===== config.mk =====
export PLATFORM = sky130hd
export DESIGN_NAME = ring_modulator_with_lfo
export DESIGN_NICKNAME = d
export VERILOG_FILES = /design/src/rtl/core/rmod_pkg.sv /design/src/rtl/core/ring_modulator_with_lfo.sv
export SDC_FILE = /design/constraint.sdc
export NUM_CORES = 2
export LEC_CHECK = 0
export ABC_AREA = 1
export BUFFER_PORTS_ARGS = -buffer_cell sky130_fd_sc_hd__buf_2
export CORE_MARGIN = 2
export CORE_UTILIZATION = 40
export CTS_BUF_LIST = sky130_fd_sc_hd__clkbuf_8 sky130_fd_sc_hd__clkbuf_16
export DETAILED_ROUTE_END_ITERATION = 7
export GPL_TIMING_DRIVEN = 0
export PLACE_DENSITY = 0.59
export SLEW_MARGIN = 20
export SYNTH_ARGS = -nofsm -noshare
export SYNTH_HDL_FRONTEND = slang
export SYNTH_SLANG_ARGS = --single-unit

===== constraint.sdc =====
create_clock -name clock -period 10.78 [get_ports clock]
set_clock_uncertainty 0.2 [all_clocks]
set_input_delay 2.156 -clock clock [delete_from_list [all_inputs] [get_ports clock]]
set_output_delay 2.156 -clock clock [all_outputs]
set_load 0.02 [all_outputs]

===== src/rtl/core/rmod_pkg.sv =====
package rmod_pkg;

   localparam int PHASE_BITS       = 24;
   localparam int SINE_TABLE_DEPTH = 256;
   localparam int SAMPLE_BITS      = 16;
   localparam int FRAC_BITS        = SAMPLE_BITS - 1;
   localparam int SINE_IDX_BITS    = $clog2(SINE_TABLE_DEPTH);
   localparam int LUT_BITS         = (SINE_TABLE_DEPTH + 1) * FRAC_BITS;

   localparam logic [63:0] HALF_PI_Q30 = 64'd1686629713;
   localparam logic [31:0] LFSR_TAPS   = 32'h8020_0003;
   localparam logic [31:0] LFSR_SEED   = 32'h0000_0001;

   // register indexes
   localparam logic [2:0] REG_CARRIER_STEP   = 3'd0;
   localparam logic [2:0] REG_MODULATOR_STEP = 3'd1;
   localparam logic [2:0] REG_DEPTH          = 3'd2;
   localparam logic [2:0] REG_WAVE_SELECT    = 3'd3;
   localparam logic [2:0] REG_WET            = 3'd4;
   localparam logic [2:0] REG_BYPASS         = 3'd5;

   // wave codes
   localparam logic [2:0] WAVE_SINE     = 3'd0;
   localparam logic [2:0] WAVE_TRIANGLE = 3'd1;
   localparam logic [2:0] WAVE_SAW      = 3'd2;
   localparam logic [2:0] WAVE_SQUARE   = 3'd3;
   localparam logic [2:0] WAVE_NOISE    = 3'd4;

   localparam int TANH_LAST = 12;

   // quarter-wave table, Q30 taylor series rescaled to the sample format
   function automatic logic [LUT_BITS-1:0] build_sine();
      logic [LUT_BITS-1:0] lut;
      logic [63:0]         x;
      logic [63:0]         x2;
      logic [63:0]         t;
      logic [63:0]         q;
      logic signed [63:0]  sum;
      logic [63:0]         e;
      lut = '0;
      for (int i = 0; i <= SINE_TABLE_DEPTH; i++) begin
         x   = (64'(i) * HALF_PI_Q30) / SINE_TABLE_DEPTH;
         x2  = (x * x) >> 30;
         t   = x;
         sum = signed'(x);
         for (int k = 1; k <= 7; k++) begin
            q = (t * x2) >> 30;
            case (k)
               1: t = q / 64'd6;
               2: t = q / 64'd20;
               3: t = q / 64'd42;
               4: t = q / 64'd72;
               5: t = q / 64'd110;
               6: t = q / 64'd156;
               default: t = q / 64'd210;
            endcase
            if (k % 2 == 1) sum = sum - signed'(t);
            else sum = sum + signed'(t);
         end
         if (sum < 0) sum = 0;
         e = (64'(sum) * ((64'd1 << FRAC_BITS) - 64'd1) + (64'd1 << 29)) >> 30;
         if (e > ((64'd1 << FRAC_BITS) - 64'd1)) e = (64'd1 << FRAC_BITS) - 64'd1;
         lut[i*FRAC_BITS +: FRAC_BITS] = e[FRAC_BITS-1:0];
      end
      return lut;
   endfunction

   localparam logic [LUT_BITS-1:0] SINE_LUT = build_sine();

   function automatic logic signed [SAMPLE_BITS-1:0] sine_at(input logic [PHASE_BITS-1:0] p);
      logic [1:0]                  quad;
      logic [SINE_IDX_BITS:0]      idx;
      logic [SINE_IDX_BITS:0]      tix;
      logic signed [SAMPLE_BITS-1:0] v;
      quad = p[PHASE_BITS-1 -: 2];
      idx  = {1'b0, p[PHASE_BITS-3 -: SINE_IDX_BITS]};
      tix  = quad[0] ? (SINE_IDX_BITS+1)'(SINE_TABLE_DEPTH) - idx : idx;
      v    = signed'({1'b0, SINE_LUT[tix*FRAC_BITS +: FRAC_BITS]});
      return quad[1] ? -v : v;
   endfunction

   // tanh(1 + k/4) in Q1.15
   function automatic logic [15:0] tanh_at(input logic [3:0] k);
      case (k)
         4'd0:  return 16'd24956;
         4'd1:  return 16'd27797;
         4'd2:  return 16'd29660;
         4'd3:  return 16'd30847;
         4'd4:  return 16'd31589;
         4'd5:  return 16'd32048;
         4'd6:  return 16'd32329;
         4'd7:  return 16'd32501;
         4'd8:  return 16'd32606;
         4'd9:  return 16'd32670;
         4'd10: return 16'd32708;
         4'd11: return 16'd32732;
         default: return 16'd32746;
      endcase
   endfunction

endpackage


===== src/rtl/core/ring_modulator_with_lfo.sv =====
// ring modulator with lfo-shaped depth and dry/wet mix
//
// req channel: one Q1.15 sample per word, taken when req_valid is high and
// req_stall low. rsp channel: one Q1.15 sample per word, held in an output
// register until rsp_stall is low.
// csr channel: csr_index 0..5 selects carrier_step, modulator_step, depth,
// wave_select, wet, bypass; csr_ready is always high, write only while idle.
//
// steps: a taken sample passes through wave, mul1..mul6, mix, clip1, clip2
// and fin before its result is written; the block takes no new sample until
// it is back in idle. all products go through one 18x18 signed multiplier,
// one product per step. in bypass the sample goes through the byp step only.
// the final step waits while an earlier result is still stalled, and
// req_stall stays high until it can write the output register.
//
// reset: phases clear, the noise lfsr loads 1, depth and wet load 0.5,
// wave is sine, bypass off, no result pending.
module ring_modulator_with_lfo
   import rmod_pkg::*;
(
   input  logic                          clock,
   input  logic                          reset,
   input  logic                          req_valid,
   output logic                          req_stall,
   input  logic signed [SAMPLE_BITS-1:0] req_sample_in,
   output logic                          rsp_valid,
   input  logic                          rsp_stall,
   output logic signed [SAMPLE_BITS-1:0] rsp_sample_out,
   input  logic                          csr_valid,
   output logic                          csr_ready,
   input  logic [2:0]                    csr_index,
   input  logic [23:0]                   csr_data
);

   localparam logic [3:0] S_IDLE  = 4'd0;
   localparam logic [3:0] S_BYP   = 4'd1;
   localparam logic [3:0] S_WAVE  = 4'd2;
   localparam logic [3:0] S_MUL1  = 4'd3;
   localparam logic [3:0] S_MUL2  = 4'd4;
   localparam logic [3:0] S_MUL3  = 4'd5;
   localparam logic [3:0] S_MUL4  = 4'd6;
   localparam logic [3:0] S_MUL5  = 4'd7;
   localparam logic [3:0] S_MUL6  = 4'd8;
   localparam logic [3:0] S_MIX   = 4'd9;
   localparam logic [3:0] S_CLIP1 = 4'd10;
   localparam logic [3:0] S_CLIP2 = 4'd11;
   localparam logic [3:0] S_FIN   = 4'd12;

   function automatic logic signed [21:0] rnd15(input logic signed [36:0] v);
      logic signed [36:0] s;
      s = v + 37'sd16384;
      return s[36:15];
   endfunction

   // config
   logic [23:0] carrier_step_ff, modulator_step_ff;
   logic [15:0] depth_ff, wet_ff;
   logic [2:0]  wave_ff;
   logic        bypass_ff;

   // state
   logic [3:0]            state_ff, state_in;
   logic [PHASE_BITS-1:0] car_phase_ff, car_phase_in;
   logic [PHASE_BITS-1:0] mod_phase_ff, mod_phase_in;
   logic [31:0]           lfsr_ff, lfsr_in;
   logic                  rsp_valid_ff, rsp_valid_in;
   logic signed [15:0]    rsp_data_ff, rsp_data_in;

   // datapath
   logic signed [15:0] x_ff, x_in;
   logic signed [15:0] c_ff, c_in;
   logic signed [17:0] m_ff, m_in;
   logic signed [17:0] modamt_ff, modamt_in;
   logic signed [16:0] r1_ff, r1_in;
   logic signed [17:0] ring_ff, ring_in;
   logic signed [35:0] acc_ff, acc_in;
   logic signed [35:0] prod_ff, prod_in;
   logic signed [21:0] y_ff, y_in;
   logic [21:0]        mag_ff, mag_in;
   logic               neg_ff, neg_in;
   logic               big_ff, big_in;
   logic [15:0]        base_ff, base_in;

   logic signed [17:0] mul_a, mul_b;
   logic signed [17:0] wave_m;
   logic [31:0]        lfsr_next;
   logic [16:0]        u;
   logic               out_free;
   logic [21:0]        off;
   logic [15:0]        tanh_a, tanh_b;
   logic [21:0]        clip_val;
   logic signed [22:0] sval;
   logic signed [15:0] sat_val;
   logic signed [21:0] prod_rnd;

   assign req_stall      = (state_ff != S_IDLE);
   assign rsp_valid      = rsp_valid_ff;
   assign rsp_sample_out = rsp_data_ff;
   assign csr_ready      = 1'b1;
   assign out_free       = !rsp_valid_ff || !rsp_stall;

   // last product rescaled by 2^15, rounded half up
   assign prod_rnd = rnd15(37'(prod_ff));

   // modulator wave
   always_comb begin
      lfsr_next = {1'b0, lfsr_ff[31:1]} ^ (lfsr_ff[0] ? LFSR_TAPS : 32'd0);
      u = mod_phase_ff[PHASE_BITS-1 -: 17];
      case (wave_ff)
         WAVE_SINE:     wave_m = 18'(sine_at(mod_phase_ff));
         WAVE_TRIANGLE: wave_m = u[16] ? 18'sd98304 - signed'({1'b0, u})
                                       : signed'({1'b0, u}) - 18'sd32768;
         WAVE_SAW:      wave_m = signed'({2'b00, u[16:1]}) - 18'sd32768;
         WAVE_SQUARE:   wave_m = u[16] ? -18'sd32768 : 18'sd32768;
         WAVE_NOISE:    wave_m = signed'({2'b00, lfsr_next[31:16]}) - 18'sd32768;
         default:       wave_m = '0;
      endcase
   end

   // soft clip segment
   always_comb begin
      off    = mag_ff - 22'd32768;
      tanh_a = tanh_at(off[16:13]);
      tanh_b = tanh_at(off[16:13] + 4'd1);
   end

   // final value, sign and saturation
   always_comb begin
      clip_val = big_ff ? 22'(base_ff) + 22'(prod_ff[35:13]) : mag_ff;
      sval     = neg_ff ? -signed'({1'b0, clip_val}) : signed'({1'b0, clip_val});
      if (sval > 23'sd32767) sat_val = 16'sh7fff;
      else if (sval < -23'sd32768) sat_val = -16'sh8000;
      else sat_val = sval[15:0];
   end

   // shared multiplier operand select
   always_comb begin
      case (state_ff)
         S_MUL1:  begin mul_a = m_ff;           mul_b = signed'({2'b00, depth_ff}); end
         S_MUL2:  begin mul_a = 18'(x_ff);      mul_b = 18'(c_ff); end
         S_MUL3:  begin mul_a = 18'(x_ff);
                        mul_b = 18'sd32768 - signed'({2'b00, wet_ff}); end
         S_MUL4:  begin mul_a = 18'(r1_ff);     mul_b = modamt_ff; end
         S_MUL6:  begin mul_a = ring_ff;        mul_b = signed'({2'b00, wet_ff}); end
         S_CLIP2: begin
            mul_a = signed'({2'b00, tanh_b - tanh_a});
            mul_b = (off[21:13] >= 9'(TANH_LAST)) ? 18'sd0 : signed'({5'b0, off[12:0]});
         end
         default: begin mul_a = '0; mul_b = '0; end
      endcase
   end

   always_comb begin
      state_in     = state_ff;
      car_phase_in = car_phase_ff;
      mod_phase_in = mod_phase_ff;
      lfsr_in      = lfsr_ff;
      rsp_valid_in = rsp_valid_ff && rsp_stall;
      rsp_data_in  = rsp_data_ff;
      x_in         = x_ff;
      c_in         = c_ff;
      m_in         = m_ff;
      modamt_in    = modamt_ff;
      r1_in        = r1_ff;
      ring_in      = ring_ff;
      acc_in       = acc_ff;
      prod_in      = mul_a * mul_b;
      y_in         = y_ff;
      mag_in       = mag_ff;
      neg_in       = neg_ff;
      big_in       = big_ff;
      base_in      = base_ff;
      case (state_ff)
         S_IDLE: begin
            if (req_valid) begin
               x_in     = req_sample_in;
               state_in = bypass_ff ? S_BYP : S_WAVE;
            end
         end
         S_BYP: begin
            if (out_free) begin
               rsp_valid_in = 1'b1;
               rsp_data_in  = x_ff;
               state_in     = S_IDLE;
            end
         end
         S_WAVE: begin
            c_in         = sine_at(car_phase_ff);
            m_in         = wave_m;
            car_phase_in = car_phase_ff + carrier_step_ff;
            mod_phase_in = mod_phase_ff + modulator_step_ff;
            if (wave_ff == WAVE_NOISE) lfsr_in = lfsr_next;
            state_in     = S_MUL1;
         end
         S_MUL1: state_in = S_MUL2;
         S_MUL2: begin
            modamt_in = 18'sd32768 + signed'(prod_rnd[17:0]);
            state_in  = S_MUL3;
         end
         S_MUL3: begin
            r1_in    = prod_rnd[16:0];
            state_in = S_MUL4;
         end
         S_MUL4: begin
            acc_in   = prod_ff;
            state_in = S_MUL5;
         end
         S_MUL5: begin
            ring_in  = prod_rnd[17:0];
            state_in = S_MUL6;
         end
         S_MUL6: state_in = S_MIX;
         S_MIX: begin
            y_in     = rnd15(37'(acc_ff) + 37'(prod_ff));
            state_in = S_CLIP1;
         end
         S_CLIP1: begin
            neg_in   = y_ff[21];
            mag_in   = y_ff[21] ? 22'(-y_ff) : 22'(y_ff);
            state_in = S_CLIP2;
         end
         S_CLIP2: begin
            big_in   = mag_ff > 22'd32768;
            // past the last segment the curve holds flat
            base_in  = (off[21:13] >= 9'(TANH_LAST)) ? tanh_at(4'(TANH_LAST)) : tanh_a;
            state_in = S_FIN;
         end
         S_FIN: begin
            prod_in = prod_ff;
            if (out_free) begin
               rsp_valid_in = 1'b1;
               rsp_data_in  = sat_val;
               state_in     = S_IDLE;
            end
         end
         default: state_in = S_IDLE;
      endcase
   end

   always_ff @(posedge clock) begin
      if (reset) begin
         state_ff          <= S_IDLE;
         car_phase_ff      <= '0;
         mod_phase_ff      <= '0;
         lfsr_ff           <= LFSR_SEED;
         rsp_valid_ff      <= 1'b0;
         carrier_step_ff   <= '0;
         modulator_step_ff <= '0;
         depth_ff          <= 16'd16384;
         wave_ff           <= WAVE_SINE;
         wet_ff            <= 16'd16384;
         bypass_ff         <= 1'b0;
      end else begin
         state_ff     <= state_in;
         car_phase_ff <= car_phase_in;
         mod_phase_ff <= mod_phase_in;
         lfsr_ff      <= lfsr_in;
         rsp_valid_ff <= rsp_valid_in;
         if (csr_valid) begin
            case (csr_index)
               REG_CARRIER_STEP:   carrier_step_ff   <= csr_data;
               REG_MODULATOR_STEP: modulator_step_ff <= csr_data;
               REG_DEPTH:          depth_ff          <= csr_data[15:0];
               REG_WAVE_SELECT:    wave_ff           <= csr_data[2:0];
               REG_WET:            wet_ff            <= csr_data[15:0];
               REG_BYPASS:         bypass_ff         <= csr_data[0];
               default: ;
            endcase
         end
      end
   end

   always_ff @(posedge clock) begin
      rsp_data_ff <= rsp_data_in;
      x_ff        <= x_in;
      c_ff        <= c_in;
      m_ff        <= m_in;
      modamt_ff   <= modamt_in;
      r1_ff       <= r1_in;
      ring_ff     <= ring_in;
      acc_ff      <= acc_in;
      prod_ff     <= prod_in;
      y_ff        <= y_in;
      mag_ff      <= mag_in;
      neg_ff      <= neg_in;
      big_ff      <= big_in;
      base_ff     <= base_in;
   end

endmodule


==> flow_summary.toml <==
[run_status]
outcome = "completed"

[timing]
tns_ps = 0
fin_ws_ps = 387.0
setup_viol = 0
worst_pin_slew_ps = 1117
min_period_ps = 10390
drv_slew = 0
slew_headroom_pct = 24.91
fmax_mhz = 96.22
final_hold_viol_count = 0
holdWs_ps = 258.8
period_share_pct = 96.41

[yosys]
ys_warn_count = 0
synth_area_um2 = 44740
synth_top_family_by_area = "simple AND/OR/NAND/NOR gates"
yosys.area_share.adder_pct = 23.74
synth.area.mux_share_pct = 0
synth_edf_count = 250
yosys.area.top_type = "edfxtp_1"
ys.flop_type = "edfxtp_1"
ys_types = 67
synth_xor_area_share_pct = 3.252
ys_seq_elements = 419
synth_area_leaders = "edfxtp_1 (17%), fa_1 (15%), nand2_1 (12%)"
avgSynthCellArea_um2 = 7.260
syn_inst = 6163
synth_compound_area_share_pct = 12.87
syn_nets = 6860
yosysSeqAreaShare_pct = 24.34
synthArstFlopShare_pct = 0
synth-simple-area-share_pct = 24.78
synth_top_cell_area_share_pct = 16.78

[min_path]
hp-class = "register to register"

[clock_tree]
clkSinkCount = 419
cts_buffer_depth = 3
root_buffer = "clkbuf_16"
cts_tree = "built"
clkLatencyLatePin_ps = 610
cts_made_buffers = 47
cts_max_level = 2
ctsHoldBuffers = 0
clk_pin_slew_ps = 60

[detailed_routing]
drt_pass1_iterations = 8
dr.first_iter.drc_count = 5407
postRouteWirelength_um = 183700
route.vias.total = 44130
wl_per_cell_um = 23.50
viasPerCell = 5.646
antenna_left = 0
drc = 0

[global_route]
grt.total_usage_pct = 31.17
grt_pass1_wl_um = 269700
grt_max_degree = 44
grt-ovfl-total = 0
grt_pass1_vias = 41730
antenna_found_initial = 6

[place]
dp_hpwl_um = 145400
postPlaceCellArea_um2 = 47080
dp_cells = 7724
gp_congestion = 1.008
post-place-ws_ps = -888.4
portBuffers = 64

[power_and_ir_drop]
p_leak_nw = 23.92
clkPwrFrac_pct = 13.5
internal_power_mw = 5.027
pwr-share-comb_pct = 68.2
powerDensity_nw_per_um2 = 249.3
p_switching_mw = 7.126
swShare_pct = 58.64
ir_drop_mv = 0.2666
p_seq_share_pct = 18.2

[flow_run]
max_cap_violations = 0

[floorplan]
die_h_um = 338.4
io_pins = 67
dieArea_um2 = 114500
die_w_um = 338.4
start_util_pct = 40.37
row_count = 122
coreArea_um2 = 110800

[layout]
final_nets = 6984
mostFrequentLayoutCell = "nand2_1"
fillCellCount = 11690
areaGrowthSynthToFinish_pct = 8.969
layout_common_cells = "nand2_1 (1458), inv_1 (1005), nor2_1 (567)"
design_area_um2 = 48750
layout.cells.non_filler = 7816
drive_gt1_share_pct = 6.072

[setup_path]
cp.required_ps = 10930
critPathLaunchType = "register"
timing.critical_path.mode_cell = "fa_1"
worstSetupEndpointType = "register"
cp_data_arrival_time_ps = 10540
worst-path-max-fanout = 10
critPathBufInv = 9
crit_path_top_delay_cell = "clkbuf_1"
cp_slowest_stage_delay_ps = 690
path_class = "register to register"
crit_family = "adder cells"
[final cells by class]
| type | instances | area, um2 | area share (%) |
|---|---|---|---|
| inverter | 1041 | 3914 | 8.028 |
| tap | 1488 | 1862 | 3.819 |
| clock inverter | 38 | 365.4 | 0.7494 |
| timing repair buffer | 79 | 484.2 | 0.9932 |
| clock buffer | 48 | 1190 | 2.441 |
| sequential | 419 | 10890 | 22.34 |
| multi-input combinational | 4484 | 29010 | 59.50 |
| antenna | 4 | 10.01 | 0.02053 |
| buffer | 215 | 1030 | 2.112 |
[cell families after synthesis]
family / count (synthesis)
other cells: 1
fa+ha+maj: 649
xor+xnor: 161
compound gates: 1002
buf+inv: 1260
flops: 419
simple gates: 2671
[worst register-to-register path, delay by kind of cell, from the launching register on]
| kind | cells | cell delay (ps) |
|---|---|---|
| fa+ha+maj | 10 | 4480 |
| buf+inv | 9 | 2090 |
| compound gates | 10 | 2020 |
| simple gates | 6 | 880 |
| flops | 1 | 510 |
[state kept, by name, indices dropped and copies added (netlist names), 22 cells and up]
| register | flops |
|---|---|
| acc_ff | 36 |
| car_phase_ff | 24 |
| carrier_step_ff | 24 |
| lfsr_ff | 32 |
| mag_ff | 22 |
| mod_phase_ff | 24 |
| modulator_step_ff | 24 |
| prod_ff | 36 |
| y_ff | 22 |
[repair_timing]
action / in CTS / in global routing
resized for setup: 11 / 22
setup endpoints to repair: 18 / 14
setup buffers: 1 / 5
[through the flow]
stage	util (%)	power [mW]
finish	43.99	12.15
global route	43.98	12.69
CTS	43.91	11.76
detailed placement	42.48	10.09
global placement	42.34	10.24
floorplan	-	7.061
[final timing paths]
| path | endpoint | slack (ps) | depth (start not counted) | from |
|---|---|---|---|---|
| worst max-delay path | prod_ff[30] | 390 | 35 | mag_ff[14] |
| worst max register to register | prod_ff[30] | 390 | 35 | mag_ff[14] |
| worst min-delay path | acc_ff[11] | 260 | 0 | prod_ff[11] |
| worst min register to register | acc_ff[11] | 260 | 0 | prod_ff[11] |
[routing by layer]
| metal | global-route usage (%) | share of wire [%] |
|---|---|---|
| met5 | 0 | 0.027 |
| met4 | 9.704 | 3.6 |
| met3 | 6.952 | 11 |
| met2 | 46.45 | 42 |
| met1 | 44.71 | 43 |
[power groups by stage]
stage               Sequential, mW  Combinational (mW)  Clock, mW
floorplan                     2.13                4.93          0
global placement              2.25                7.99          0
detailed placement            2.24                7.85          0
CTS                           2.21                7.88       1.67
finish                        2.21                8.29       1.65
global route                  2.22                8.75       1.73
[cells in the mapped netlist (all sizes together), types with 6 or more instances]
library cell  count
nand2          1485
inv            1028
nor2            590
nand3           438
o21ai           416
a21oi           347
fa              333
ha              316
edfxtp          250
dfxtp           169
clkbuf          118
xor2            106
buf             101
nor3             57
nand4            56
xnor2            55
o211ai           51
a221oi           31
a31oi            19
a22o             17
o21bai           17
o221ai           16
nor4             15
clkinv           13
nand3b           13
o21a             13
a21o             12
o2111ai          12
o22ai            11
or2              11
a211oi            8
a21boi            8
a22oi             8
o31ai             6
Power figures use the tool's default switching activity.
